**config.mk**
```make
export PLATFORM = sky130hd
export DESIGN_NAME = midi_encoder_step_decoder_unit_flat
export DESIGN_NICKNAME = d
export VERILOG_FILES = /design/src/rtl/mesd_pkg.sv /design/src/rtl/mesd_if.sv /design/src/rtl/midi_encoder_step_decoder_unit.sv /design/src/rtl/mesd_cfg_regs.sv /design/src/rtl/mesd_step.sv /design/src/flat_wrapper.sv
export VERILOG_INCLUDE_DIRS = /design/src /design/src/rtl
export SDC_FILE = /design/constraint.sdc
export NUM_CORES = 1
export LEC_CHECK = 0
export BUFFER_PORTS_ARGS = -buffer_cell sky130_fd_sc_hd__buf_2
export CAP_MARGIN = 10
export CELL_PAD_IN_SITES_DETAIL_PLACEMENT = 1
export CELL_PAD_IN_SITES_GLOBAL_PLACEMENT = 2
export CORE_UTILIZATION = 45
export CTS_CLUSTER_SIZE = 16
export DETAILED_ROUTE_END_ITERATION = 10
export PLACE_DENSITY_LB_ADDON = 0.1
export SYNTH_ARGS = -nofsm -noshare
export SYNTH_HDL_FRONTEND = slang
export SYNTH_HIERARCHICAL = 1
export SYNTH_SLANG_ARGS = --single-unit
```
**constraint.sdc**
```tcl
create_clock -name clk -period 18.29 [get_ports clk]
set_input_delay 2.7435 -clock clk [delete_from_list [all_inputs] [get_ports clk]]
set_output_delay 2.7435 -clock clk [all_outputs]
set_load 0.01 [all_outputs]
```
**src/rtl/midi_encoder_step_decoder_unit_assert.svh**
```systemverilog
// Assertion macros for the MIDI encoder step decoder.
// Included by files that check their own logic; no other dependencies.
`ifndef MIDI_ENCODER_STEP_DECODER_UNIT_ASSERT_SVH
`define MIDI_ENCODER_STEP_DECODER_UNIT_ASSERT_SVH
`ifndef SYNTHESIS
`define MESD_ASSERT_NOW(lbl, clk, rst_n, ante, cons) \
	lbl: assert property (@(posedge clk) disable iff (!rst_n) (ante) |-> (cons)) \
		else $error("mesd assertion failed");
`define MESD_ASSERT_NXT(lbl, clk, rst_n, ante, cons) \
	lbl: assert property (@(posedge clk) disable iff (!rst_n) (ante) |=> (cons)) \
		else $error("mesd assertion failed");
`else
`define MESD_ASSERT_NOW(lbl, clk, rst_n, ante, cons)
`define MESD_ASSERT_NXT(lbl, clk, rst_n, ante, cons)
`endif
`endif

```
**src/rtl/mesd_pkg.sv**
```systemverilog
// Shared types, codes and constants of the MIDI encoder step decoder.
// No dependencies.
`default_nettype none

package mesd_pkg;

	localparam int unsigned KNOB_W   = 7;
	localparam int unsigned VAL_W    = 32;
	localparam int unsigned DLY_W    = 9;
	localparam int unsigned SKIP_W   = 8;
	localparam int unsigned MODE_W   = 4;
	localparam int unsigned CFG_IDX_W = 4;
	localparam int unsigned CFG_DAT_W = 32;

	localparam logic [KNOB_W-1:0] KNOB_CENTER          = 7'd64;
	localparam logic [KNOB_W-1:0] KNOB_FAST_DOWN_BELOW = 7'd61;
	localparam logic [KNOB_W-1:0] KNOB_FAST_UP_ABOVE   = 7'd68;
	localparam logic [KNOB_W-1:0] KNOB_MIN             = 7'd0;
	localparam logic [KNOB_W-1:0] KNOB_MAX             = 7'd127;

	// mode_bits positions
	localparam int unsigned MODE_RANGE  = 0;
	localparam int unsigned MODE_VALUE  = 1;
	localparam int unsigned MODE_MIN_EN = 2;
	localparam int unsigned MODE_MAX_EN = 3;

	typedef enum logic [CFG_IDX_W-1:0] {
		REG_MODE       = 4'd0,
		REG_DELAY      = 4'd1,
		REG_STEP_UP    = 4'd2,
		REG_STEP_DOWN  = 4'd3,
		REG_STEP_FUP   = 4'd4,
		REG_STEP_FDOWN = 4'd5,
		REG_LIMIT_MIN  = 4'd6,
		REG_LIMIT_MAX  = 4'd7
	} reg_idx_t;

	typedef enum logic [1:0] {
		ST_PROCESSED    = 2'd0,
		ST_LAYER_SKIP   = 2'd1,
		ST_PRESCALE_SKIP = 2'd2,
		ST_PRIMED       = 2'd3
	} status_t;

	typedef enum logic [2:0] {
		ACT_NONE      = 3'd0,
		ACT_UP        = 3'd1,
		ACT_DOWN      = 3'd2,
		ACT_FAST_UP   = 3'd3,
		ACT_FAST_DOWN = 3'd4
	} action_t;

	typedef struct packed {
		logic [MODE_W-1:0]       mode_bits;
		logic signed [DLY_W-1:0] delay_count;
		logic signed [VAL_W-1:0] step_up;
		logic signed [VAL_W-1:0] step_down;
		logic signed [VAL_W-1:0] step_fast_up;
		logic signed [VAL_W-1:0] step_fast_down;
		logic signed [VAL_W-1:0] limit_min;
		logic signed [VAL_W-1:0] limit_max;
	} cfg_t;

	typedef struct packed {
		logic                    layer_active;
		logic [KNOB_W-1:0]       knob_value;
		logic signed [VAL_W-1:0] current_value;
	} in_item_t;

	typedef struct packed {
		status_t                 status;
		action_t                 action;
		logic                    value_write;
		logic signed [VAL_W-1:0] new_value;
	} out_item_t;

	typedef struct packed {
		logic [KNOB_W-1:0] prev_knob;
		logic              prev_known;
		logic [SKIP_W-1:0] skip_count;
	} state_t;

endpackage

`default_nettype wire

```
**src/rtl/mesd_if.sv**
```systemverilog
// Handshake channel interfaces: encoder items in, decoded items out, config writes.
// Depends on mesd_pkg for field widths.
`default_nettype none

interface mesd_in_if;
	logic                              valid;
	logic                              ready;
	logic                              layer_active;
	logic [mesd_pkg::KNOB_W-1:0]       knob_value;
	logic signed [mesd_pkg::VAL_W-1:0] current_value;
	modport source (output valid, output layer_active, output knob_value,
		output current_value, input ready);
	modport sink (input valid, input layer_active, input knob_value,
		input current_value, output ready);
endinterface

interface mesd_out_if;
	logic                              valid;
	logic                              ready;
	logic [1:0]                        status;
	logic [2:0]                        action;
	logic                              value_write;
	logic signed [mesd_pkg::VAL_W-1:0] new_value;
	modport source (output valid, output status, output action, output value_write,
		output new_value, input ready);
	modport sink (input valid, input status, input action, input value_write,
		input new_value, output ready);
endinterface

interface mesd_cfg_if;
	logic                               valid;
	logic                               ready;
	logic [mesd_pkg::CFG_IDX_W-1:0]     index;
	logic [mesd_pkg::CFG_DAT_W-1:0]     data;
	modport source (output valid, output index, output data, input ready);
	modport sink (input valid, input index, input data, output ready);
endinterface

`default_nettype wire

```
**src/rtl/midi_encoder_step_decoder_unit.sv**
```systemverilog
// Top level of the MIDI encoder step decoder: input register, decode, result register.
// Depends on mesd_pkg, mesd_if, mesd_cfg_regs, mesd_step and the assertion header.
`default_nettype none

`include "midi_encoder_step_decoder_unit_assert.svh"

// Decodes one relative or absolute encoder message per item into a status, an
// action code and, in value mode, a stepped and clamped Q16.16 value. Every item
// gives exactly one result. From acceptance it passes through the input register,
// then the result register, to result valid; one item is accepted per cycle
// as long as the result side keeps taking results, the single decode/add/clamp
// stage between the two registers setting that rate. Configuration writes are
// taken every cycle and must only be issued while no items are in flight.
module midi_encoder_step_decoder_unit (
	input  wire         clk,
	input  wire         arst_n,
	mesd_cfg_if.sink    cfg,
	mesd_in_if.sink     knob,
	mesd_out_if.source  result
);
	import mesd_pkg::*;

	cfg_t      regs;
	state_t    state_q;
	state_t    state_next;
	in_item_t  item_s1;
	logic      valid_s1;
	out_item_t res_c;
	out_item_t res_s2;
	logic      valid_s2;
	logic      s2_free;
	logic      s1_adv;

	mesd_cfg_regs u_cfg (
		.clk    (clk),
		.arst_n (arst_n),
		.cfg    (cfg),
		.regs   (regs)
	);

	mesd_step u_step (
		.regs       (regs),
		.state      (state_q),
		.item       (item_s1),
		.res        (res_c),
		.state_next (state_next)
	);

	assign s2_free    = !valid_s2 || result.ready;
	assign s1_adv     = valid_s1 && s2_free;
	assign knob.ready = !valid_s1 || s2_free;

	always_ff @(posedge clk or negedge arst_n) begin
		if (!arst_n) begin
			valid_s1 <= 1'b0;
			valid_s2 <= 1'b0;
			state_q  <= '0;
		end else begin
			if (knob.ready)
				valid_s1 <= knob.valid;
			if (s2_free)
				valid_s2 <= valid_s1;
			if (s1_adv)
				state_q <= state_next;
		end
	end

	always_ff @(posedge clk) begin
		if (knob.valid && knob.ready) begin
			item_s1.layer_active  <= knob.layer_active;
			item_s1.knob_value    <= knob.knob_value;
			item_s1.current_value <= knob.current_value;
		end
		if (s1_adv)
			res_s2 <= res_c;
	end

	assign result.valid       = valid_s2;
	assign result.status      = res_s2.status;
	assign result.action      = res_s2.action;
	assign result.value_write = res_s2.value_write;
	assign result.new_value   = res_s2.new_value;

	`MESD_ASSERT_NOW(a_skip_no_write, clk, arst_n, valid_s2 && res_s2.status != ST_PROCESSED, !res_s2.value_write && res_s2.action == ACT_NONE)
	`MESD_ASSERT_NOW(a_cmd_no_write, clk, arst_n, valid_s2 && !regs.mode_bits[MODE_VALUE], !res_s2.value_write)
	`MESD_ASSERT_NXT(a_primed_known, clk, arst_n, s1_adv && res_c.status == ST_PRIMED, state_q.prev_known)
	`MESD_ASSERT_NOW(a_stall_holds_s1, clk, arst_n, valid_s2 && !result.ready, !s1_adv)

endmodule

`default_nettype wire

```
**src/rtl/mesd_cfg_regs.sv**
```systemverilog
// Configuration register file of the MIDI encoder step decoder.
// Depends on mesd_pkg and mesd_if.
`default_nettype none

module mesd_cfg_regs (
	input  wire            clk,
	input  wire            arst_n,
	mesd_cfg_if.sink       cfg,
	output mesd_pkg::cfg_t regs
);
	import mesd_pkg::*;

	cfg_t regs_q;

	assign cfg.ready = 1'b1;
	assign regs      = regs_q;

	always_ff @(posedge clk or negedge arst_n) begin
		if (!arst_n) begin
			regs_q.mode_bits      <= '0;
			regs_q.delay_count    <= '1;
			regs_q.step_up        <= '0;
			regs_q.step_down      <= '0;
			regs_q.step_fast_up   <= '0;
			regs_q.step_fast_down <= '0;
			regs_q.limit_min      <= '0;
			regs_q.limit_max      <= '0;
		end else if (cfg.valid) begin
			case (cfg.index)
				REG_MODE:       regs_q.mode_bits      <= cfg.data[MODE_W-1:0];
				REG_DELAY:      regs_q.delay_count    <= cfg.data[DLY_W-1:0];
				REG_STEP_UP:    regs_q.step_up        <= cfg.data[VAL_W-1:0];
				REG_STEP_DOWN:  regs_q.step_down      <= cfg.data[VAL_W-1:0];
				REG_STEP_FUP:   regs_q.step_fast_up   <= cfg.data[VAL_W-1:0];
				REG_STEP_FDOWN: regs_q.step_fast_down <= cfg.data[VAL_W-1:0];
				REG_LIMIT_MIN:  regs_q.limit_min      <= cfg.data[VAL_W-1:0];
				REG_LIMIT_MAX:  regs_q.limit_max      <= cfg.data[VAL_W-1:0];
				default: ;
			endcase
		end
	end

endmodule

`default_nettype wire

```
**src/rtl/mesd_step.sv**
```systemverilog
// Decode of one encoder item: layer filter, prescaler, direction, step, clamp.
// Pure combinational; depends on mesd_pkg.
`default_nettype none

module mesd_step (
	input  wire mesd_pkg::cfg_t      regs,
	input  wire mesd_pkg::state_t    state,
	input  wire mesd_pkg::in_item_t  item,
	output mesd_pkg::out_item_t res,
	output mesd_pkg::state_t    state_next
);
	import mesd_pkg::*;

	logic                    range_mode;
	logic                    value_mode;
	logic                    presc_skip;
	logic                    primed;
	action_t                 act;
	logic signed [VAL_W-1:0] step;
	logic signed [VAL_W:0]   sum;
	logic signed [VAL_W:0]   clamped;
	logic signed [VAL_W-1:0] sat;

	assign range_mode = regs.mode_bits[MODE_RANGE];
	assign value_mode = regs.mode_bits[MODE_VALUE];
	assign presc_skip = !regs.delay_count[DLY_W-1] &&
		(state.skip_count < regs.delay_count[SKIP_W-1:0]);
	assign primed     = value_mode && range_mode && !state.prev_known;

	always_comb begin
		act = ACT_NONE;
		if (!range_mode) begin
			if (item.knob_value < KNOB_CENTER)
				act = (item.knob_value < KNOB_FAST_DOWN_BELOW) ? ACT_FAST_DOWN : ACT_DOWN;
			else if (item.knob_value > KNOB_CENTER)
				act = (item.knob_value > KNOB_FAST_UP_ABOVE) ? ACT_FAST_UP : ACT_UP;
		end else if (item.knob_value == KNOB_MIN) begin
			act = ACT_DOWN;
		end else if (item.knob_value == KNOB_MAX) begin
			act = ACT_UP;
		end else if (!state.prev_known || item.knob_value > state.prev_knob) begin
			// unknown previous counts as -1
			act = ACT_UP;
		end else begin
			act = ACT_DOWN;
		end
	end

	always_comb begin
		case (act)
			ACT_UP:        step = regs.step_up;
			ACT_DOWN:      step = regs.step_down;
			ACT_FAST_UP:   step = regs.step_fast_up;
			ACT_FAST_DOWN: step = regs.step_fast_down;
			default:       step = '0;
		endcase
		sum     = {item.current_value[VAL_W-1], item.current_value} + {step[VAL_W-1], step};
		clamped = sum;
		if (step[VAL_W-1]) begin
			if (regs.mode_bits[MODE_MIN_EN] &&
					sum < $signed({regs.limit_min[VAL_W-1], regs.limit_min}))
				clamped = {regs.limit_min[VAL_W-1], regs.limit_min};
		end else begin
			if (regs.mode_bits[MODE_MAX_EN] &&
					sum > $signed({regs.limit_max[VAL_W-1], regs.limit_max}))
				clamped = {regs.limit_max[VAL_W-1], regs.limit_max};
		end
		if (clamped[VAL_W] != clamped[VAL_W-1])
			sat = clamped[VAL_W] ? {1'b1, {(VAL_W-1){1'b0}}} : {1'b0, {(VAL_W-1){1'b1}}};
		else
			sat = clamped[VAL_W-1:0];
	end

	always_comb begin
		res        = '0;
		state_next = state;
		if (!item.layer_active) begin
			res.status = ST_LAYER_SKIP;
		end else if (presc_skip) begin
			res.status            = ST_PRESCALE_SKIP;
			state_next.skip_count = state.skip_count + SKIP_W'(1);
		end else begin
			if (!regs.delay_count[DLY_W-1])
				state_next.skip_count = '0;
			if (primed) begin
				res.status = ST_PRIMED;
			end else begin
				res.status = ST_PROCESSED;
				res.action = act;
				if (value_mode) begin
					res.value_write = 1'b1;
					res.new_value   = sat;
				end
			end
			if (value_mode || range_mode) begin
				state_next.prev_knob  = item.knob_value;
				state_next.prev_known = 1'b1;
			end
		end
	end

endmodule

`default_nettype wire

```
**src/flat_wrapper.sv**
```systemverilog
// flat-port wrapper written by rule: the top's interface ports become plain ports
module midi_encoder_step_decoder_unit_flat import mesd_pkg::*;
  (clk, arst_n, cfg_valid, cfg_index, cfg_data, cfg_ready, knob_valid, knob_layer_active, knob_knob_value, knob_current_value, knob_ready, result_valid, result_status, result_action, result_value_write, result_new_value, result_ready);
  mesd_cfg_if cfg_i ();
  mesd_in_if knob_i ();
  mesd_out_if result_i ();
  input  wire clk;
  input  wire arst_n;
  input wire logic [$bits(cfg_i.valid)-1:0] cfg_valid;
  input wire logic [$bits(cfg_i.index)-1:0] cfg_index;
  input wire logic [$bits(cfg_i.data)-1:0] cfg_data;
  output wire logic [$bits(cfg_i.ready)-1:0] cfg_ready;
  input wire logic [$bits(knob_i.valid)-1:0] knob_valid;
  input wire logic [$bits(knob_i.layer_active)-1:0] knob_layer_active;
  input wire logic [$bits(knob_i.knob_value)-1:0] knob_knob_value;
  input wire logic [$bits(knob_i.current_value)-1:0] knob_current_value;
  output wire logic [$bits(knob_i.ready)-1:0] knob_ready;
  output wire logic [$bits(result_i.valid)-1:0] result_valid;
  output wire logic [$bits(result_i.status)-1:0] result_status;
  output wire logic [$bits(result_i.action)-1:0] result_action;
  output wire logic [$bits(result_i.value_write)-1:0] result_value_write;
  output wire logic [$bits(result_i.new_value)-1:0] result_new_value;
  input wire logic [$bits(result_i.ready)-1:0] result_ready;
  assign cfg_i.valid = cfg_valid;
  assign cfg_i.index = cfg_index;
  assign cfg_i.data = cfg_data;
  assign cfg_ready = cfg_i.ready;
  assign knob_i.valid = knob_valid;
  assign knob_i.layer_active = knob_layer_active;
  assign knob_i.knob_value = knob_knob_value;
  assign knob_i.current_value = knob_current_value;
  assign knob_ready = knob_i.ready;
  assign result_valid = result_i.valid;
  assign result_status = result_i.status;
  assign result_action = result_i.action;
  assign result_value_write = result_i.value_write;
  assign result_new_value = result_i.new_value;
  assign result_i.ready = result_ready;
  midi_encoder_step_decoder_unit u_core (.clk(clk), .arst_n(arst_n), .cfg(cfg_i), .knob(knob_i), .result(result_i));
endmodule
```
==> metrics.txt, run 1 <==
Critical Path AT=10,560 ps; critical path's slowest cell=ha_1; final setup skew=22.2 ps; synthesis-to-finish area growth=12.8%; Post-CTS Resized=0; CP Launch Type=flop; CP Max Fanout=32; Via Count=12.5k; Chip Height=between 150 and 200 um; top-area cell type share of the netlist area=31.3%; CP max stage delay=670 ps; Worst Path Required=roughly 19,000 ps; share of cells above drive strength 1=between 20% and 30%; initial antenna violation count=1; post-synth top area cell=dfrtp_1; most common cell after layout, fill and taps aside=dfrtp_1; sequential share of the synthesized area=46.4%; largest cells by area after synthesis=dfrtp_1 (31%), edfxtp_1 (14%), mux2_2 (12%); YS warnings=6; EDFF count, synth=just under 80; Layout Nets=between 1.5k and 2k; final setup margin=7960 ps; buffers added on ports=120; Final GP Congestion=0.867; ys async rst share=~74%; Clk Latency, worst-skew pair=550 ps; Clock Sinks=301; Synth Area per Inst=11.3 um2; Finished Layout Cells=2,160; final setup violation count=0; max-slew violation count=0; predominant post-synthesis flop cell=dfrtp_1; final count of hold timing violations=0; CP endpoint kind=flop; pre-CTS WS=8080 ps; Fmax=between 90 and 100 MHz; largest net degree at the start of global routing=81; post-synthesis register bit count=301; PwrDens=roughly 190 mW/mm2; crit path kind=flop to flop; type of the worst min-delay path=flop to flop; Chip Width=197 um; vias in the first global route=around 13k; row count=71; core footprint=0.0376 mm2; LEAKAGE=about 0.0087 uW; maxcap violations=0; maximum level of the CTS H-tree=2; number of DRC markers in iteration 0=885; antenna-violating nets left=0; post-route DRC violation count=0; worst slew pin tran=between 1000 and 1500 ps; Hold Buf Count CTS=0; Starting Density=approximately 46%; RSZ-0062 raised after global routing=false; Syn Inst Count=1,511; router iterations before antenna repair=6; final core occ=51.3%; final worst-path cycle share=56.5%; synthesized area=around 0.017 mm2; Root Driver=clkbuf_16; gr ovfl total=0; setup TNS=0 ps; # placed instances=2,094; Total Die Area=0.0388 mm2; Rel. slew slack=22.6%; delay-heaviest family, CP=compound AO/OA/AOI/OAI gates; outcome=completed; post-CTS setup buffers=0; Total Routing Usage GR=26.4%; Clock Tree Buf Depth=3; Ports=122; Final HPWL DP=35,800 um; Reg clk slew, reported paths=~60 ps; commonest cells after routing, fill and taps aside=dfrtp_1 (214), mux2_2 (178), nand2_1 (136); FILL cells=4,024; routed wire length=50,100 um; Pwr Total=3610 uW; Final min period=roughly 10,000 ps; diodes inserted=0; Netlist cell types=85; CTS tree=built; syn_nets=1,707; WL per Instance=23.2 um; first-pass GRT wire length=77,900 um; vias per cell=5.81; Max VDD drop=0.0000906 V; Buf/Inv on CP=6; Inserted Clock Buffers=36
## where the power goes
group          total (uW)  leakage [uW]  switching, uW  internal, uW
sequential            936       0.00349           91.0           844
clock                 727      0.000597            290           437
combinational        1950       0.00457           1220           732
## area by class of cell
type / count / area (um2) / area share [%]
well taps: 511 / 639 / 3.31
clock buffers: 56 / 1120 / 5.81
repair buffers: 137 / 738 / 3.83
multi-input cells: 1040 / 8380 / 43.4
clock inverters: 10 / 88.8 / 0.461
flip-flops and latches: 301 / 7930 / 41.1
inverters: 105 / 394 / 2.04
## through the flow
step                hold slack, ps  cell area, um2
CTS                            489           19300
floorplan                      458           17100
detailed placement             475           18100
global route                   499           19300
finish                         489           19300
global placement               466           18100
## cells by family (layout without fill, tap and decap cells)
kind of cell	count (synthesis)	after routing	synth area share [%]
xor gates and xnor gates	26	26	1.33
adders and majority gates	115	115	8.46
other	1	1	0.0219
AOI/OAI and AO/OA	311	311	12.4
and+or+nand+nor	337	337	9.78
muxes	250	250	16.8
buffers and inverters	170	308	4.81
DFF	301	301	46.4
## final timing paths
path / endpoint / slack [ps] / cells past startpoint / from
setup / recovery: u_core/result.new_value[12] / 7960 / 33 / u_core/item_s1[34]
hold / removal: u_core/u_cfg/regs[157] / 490 / 1 / u_core/u_cfg/regs[157]
setup reg to reg: u_core/result.new_value[12] / 7960 / 33 / u_core/item_s1[34]
hold reg to reg: u_core/u_cfg/regs[157] / 490 / 1 / u_core/u_cfg/regs[157]
max in group asynchronous: u_core/u_cfg/regs[123] / 14530 / 2 / arst_n
min in group asynchronous: u_core/u_cfg/regs[99] / 2190 / 1 / arst_n
## routing by layer
layer,routed length (um),global-route usage (%)
met4,776,6.00
met2,22200,40.4
met1,25000,40.0
met3,2050,2.86
met5,0,0
## worst register-to-register path, delay by kind of cell, from the launching register on
family / cells / cell delay [ps]
AOI/OAI and AO/OA: 16 / 4860
adders and majority gates: 4 / 1620
buffers and inverters: 6 / 1560
and+or+nand+nor: 7 / 1530
DFF: 1 / 460
## cells in the mapped netlist, drive strengths merged (8+ instances only)
master	n
mux2	241
dfrtp	214
nand2	137
ha	114
inv	105
a21oi	95
edfxtp	78
o21ai	65
nor2	64
buf	35
a222oi	30
clkbuf	30
nand3	24
nand2b	21
nor3	20
nand4	18
a211oi	17
o211ai	17
a21o	16
xnor2	14
a221oi	13
xor2	12
a31oi	10
dfstp	9
mux2i	9
nor2b	9
nand3b	8
## state kept, by name (all words and copies together), names as in the netlist
name / count
u_core/result.valid: 1
u_core/result.value_write: 1
u_core/item_s1: 40
u_core/state_q: 16
u_core/valid_s1: 1
u_core/result.new_value: 32
u_core/result.action: 3
u_core/result.status: 2
u_core/u_cfg/regs: 205
(Power assumes the default switching activity.)
==> inputs of run 2 (changes only) <==
--- a/config.mk
+++ b/config.mk
@@ -10,7 +10,7 @@
 export CAP_MARGIN = 10
 export CELL_PAD_IN_SITES_DETAIL_PLACEMENT = 1
 export CELL_PAD_IN_SITES_GLOBAL_PLACEMENT = 2
-export CORE_UTILIZATION = 45
+export CORE_UTILIZATION = 37
 export CTS_CLUSTER_SIZE = 16
 export DETAILED_ROUTE_END_ITERATION = 10
 export PLACE_DENSITY_LB_ADDON = 0.1
==> constraint.sdc (replaced) <==
create_clock -name clk -period 8.8 [get_ports clk]
set_input_delay 1.32 -clock clk [delete_from_list [all_inputs] [get_ports clk]]
set_output_delay 1.32 -clock clk [all_outputs]
set_load 0.01 [all_outputs]
==> run 2 against run 1 <==
  * Sequential power is 110% higher
  * Combinational power is 130% higher
  * Hold slack worse by 2.4 ps
  * Non-clock buffer count is 22 higher
  * Largest power group unchanged
  * Setup slack worse by 7500 ps
==> metrics.txt, run 2 (synthesis results as in run 1) <==
gr ovfl total=0 (unchanged); row count=78 (was 71); # placed instances=2,195 (was 2,094); area of placed instances=0.0183 mm2 (was 0.0181 mm2); antenna-violating nets left=0 (unchanged); CP Launch Type=flop (unchanged); max-slew violation count=0 (unchanged); first-pass GRT wire length=79,600 um (was 77,900 um); Worst Setup SP=u_core/item_s1[36] (was u_core/item_s1[34]); CP max stage delay=460 ps (was 670 ps); Layout Nets=1,844 (was 1,817); Chip Height=217 um (was 197 um); CP Max Fanout=32 (unchanged); Finished Layout Cells=2,282 (was 2,160); crit path kind=flop to flop (unchanged); PwrDens=402 mW/mm2 (was 187 mW/mm2); post-route DRC violation count=0 (unchanged); met1 Usage GRT=33.1% (was 40.0%); Hold Buf Count CTS=0 (unchanged); Worst Path Required=9090 ps (was 18,520 ps); Chip Width=217 um (was 197 um); largest net degree at the start of global routing=100 (was 81); final worst-path cycle share=95.0% (was 56.5%); post-route design area=0.0198 mm2 (was 0.0193 mm2); vias per cell=5.48 (was 5.81); type of the worst min-delay path=flop to flop (unchanged); FF/Latch Area=0.00793 mm2 (unchanged); Final GP Congestion=0.840 (was 0.867); final setup violation count=0 (unchanged); router iterations before antenna repair=7 (was 6); worst slew pin tran=1160 ps (about the same); setup TNS=0 ps (unchanged); most common cell after layout, fill and taps aside=dfrtp_1 (unchanged); max FFs per register=205 (unchanged); WL per Instance=22.6 um (was 23.2 um); Reg2Reg Launch Point=u_core/item_s1[36] (was u_core/item_s1[34]); Total Die Area=0.0471 mm2 (was 0.0388 mm2); Via Count=12.5k (about the same); CP endpoint kind=flop (unchanged); final count of hold timing violations=0 (unchanged); LEAKAGE=0.00881 uW (was 0.00865 uW); share of cells above drive strength 1=28.4% (was 26.1%); met2 Use GR=33.9% (was 40.4%); initial antenna violation count=4 (was 1); Final min period=8360 ps (was 10,330 ps); buffers added on ports=120 (unchanged); footprint of the multi-input gates=0.00853 mm2 (was 0.00838 mm2); HP Start=u_core/u_cfg/regs[157] (unchanged); maximum level of the CTS H-tree=2 (unchanged); GRT met3 Usage=3.49% (was 2.86%); Starting Density=37.6% (was 45.5%); final setup skew=15.9 ps (was 22.2 ps); Ports=122 (unchanged); outcome=completed (unchanged); FILL cells=4,985 (was 4,024); maxcap violations=0 (unchanged); Fmax=120 MHz (was 96.8 MHz); Top Usage Layer GRT=met2 (unchanged); vias in the first global route=13.0k (about the same); Clock Tree Buf Depth=3 (unchanged); Total Routing Usage GR=22.3% (was 26.4%); commonest cells after routing, fill and taps aside=dfrtp_1 (214), mux2_2 (178), nand2_1 (136) (unchanged); core footprint=0.0455 mm2 (was 0.0376 mm2); Clock Sinks=301 (unchanged); Inserted Clock Buffers=38 (was 36); Clk Latency, worst-skew pair=560 ps (was 550 ps); routed wire length=51,600 um (was 50,100 um); critical path's slowest cell=or4_1 (was ha_1); most used cell, CP=ha_1; Root Driver=clkbuf_16 (unchanged); Critical Path AT=8650 ps (was 10,560 ps); final core occ=43.6% (was 51.3%); Reg clk slew, reported paths=60 ps (about the same); synthesis-to-finish area growth=15.9% (was 12.8%); Pwr Total=7970 uW (was 3610 uW); Max VDD drop=0.000355 V (was 0.0000906 V); Final HPWL DP=37,300 um (was 35,800 um); CTS tree=built (unchanged); number of DRC markers in iteration 0=873 (was 885); Rel. slew slack=22.0% (was 22.6%)
run 2: repair_timing:
item	in CTS	in global routing
setup buffers	0	10
endpoints found under the setup margin	0	31
gates resized for setup	0	22
run 2: path summary, 6_finish.rpt:
path / to / slack, ps / cells past startpoint
worst min-delay path: u_core/u_cfg/regs[157] / 490 / 1
worst min register to register: u_core/u_cfg/regs[157] / 490 / 1
max in group asynchronous: u_core/u_cfg/regs[29] / 6590 / 2
worst max-delay path: u_core/result.new_value[27] / 440 / 35
worst max register to register: u_core/result.new_value[27] / 440 / 35
min in group asynchronous: u_core/u_cfg/regs[3] / 760 / 1
run 2: per-stage QoR:
stage                     hold WS, ps  setup WS (ps)
after floorplan                   458           1060
after global placement            466            334
after detailed placement          476            126
after CTS                         489           83.9
after global routing              505          -10.5
final                             487            444
run 2: layout make-up:
class	count	area share (%)
inverters	105	2.01
diodes	4	0.0505
clock inverters	20	0.984
repair buffers	159	4.75
well taps	600	3.79
clock buffers	50	5.39
flip-flops and latches	301	40.0
multi-input cells	1043	43.0
run 2: routing by layer:
layer  wire length (um)  share of wire, %  vias to the layer above
met1              25900                50                     6358
met4                910               1.8                        2
li1                   -                 -                     5833
met2              22700                44                      249
met5                  8             0.015                        -
met3               2100               4.1                       60
run 2: critical path: cells and delay by family (launching register included):
| family | cells | cell delay, ps |
|---|---|---|
| simple gates | 13 | 2400 |
| compound gates | 10 | 2060 |
| fa+ha+maj | 5 | 1590 |
| buf+inv | 5 | 890 |
| flops | 1 | 420 |
| mux | 1 | 400 |
| xor+xnor | 1 | 290 |
run 2: report_power, final:
part           internal [uW]  total [uW]  switching, uW
Sequential              1760        1940            186
Clock                    925        1560            638
Combinational           1740        4460           2720
Total                   4420        7970           3550
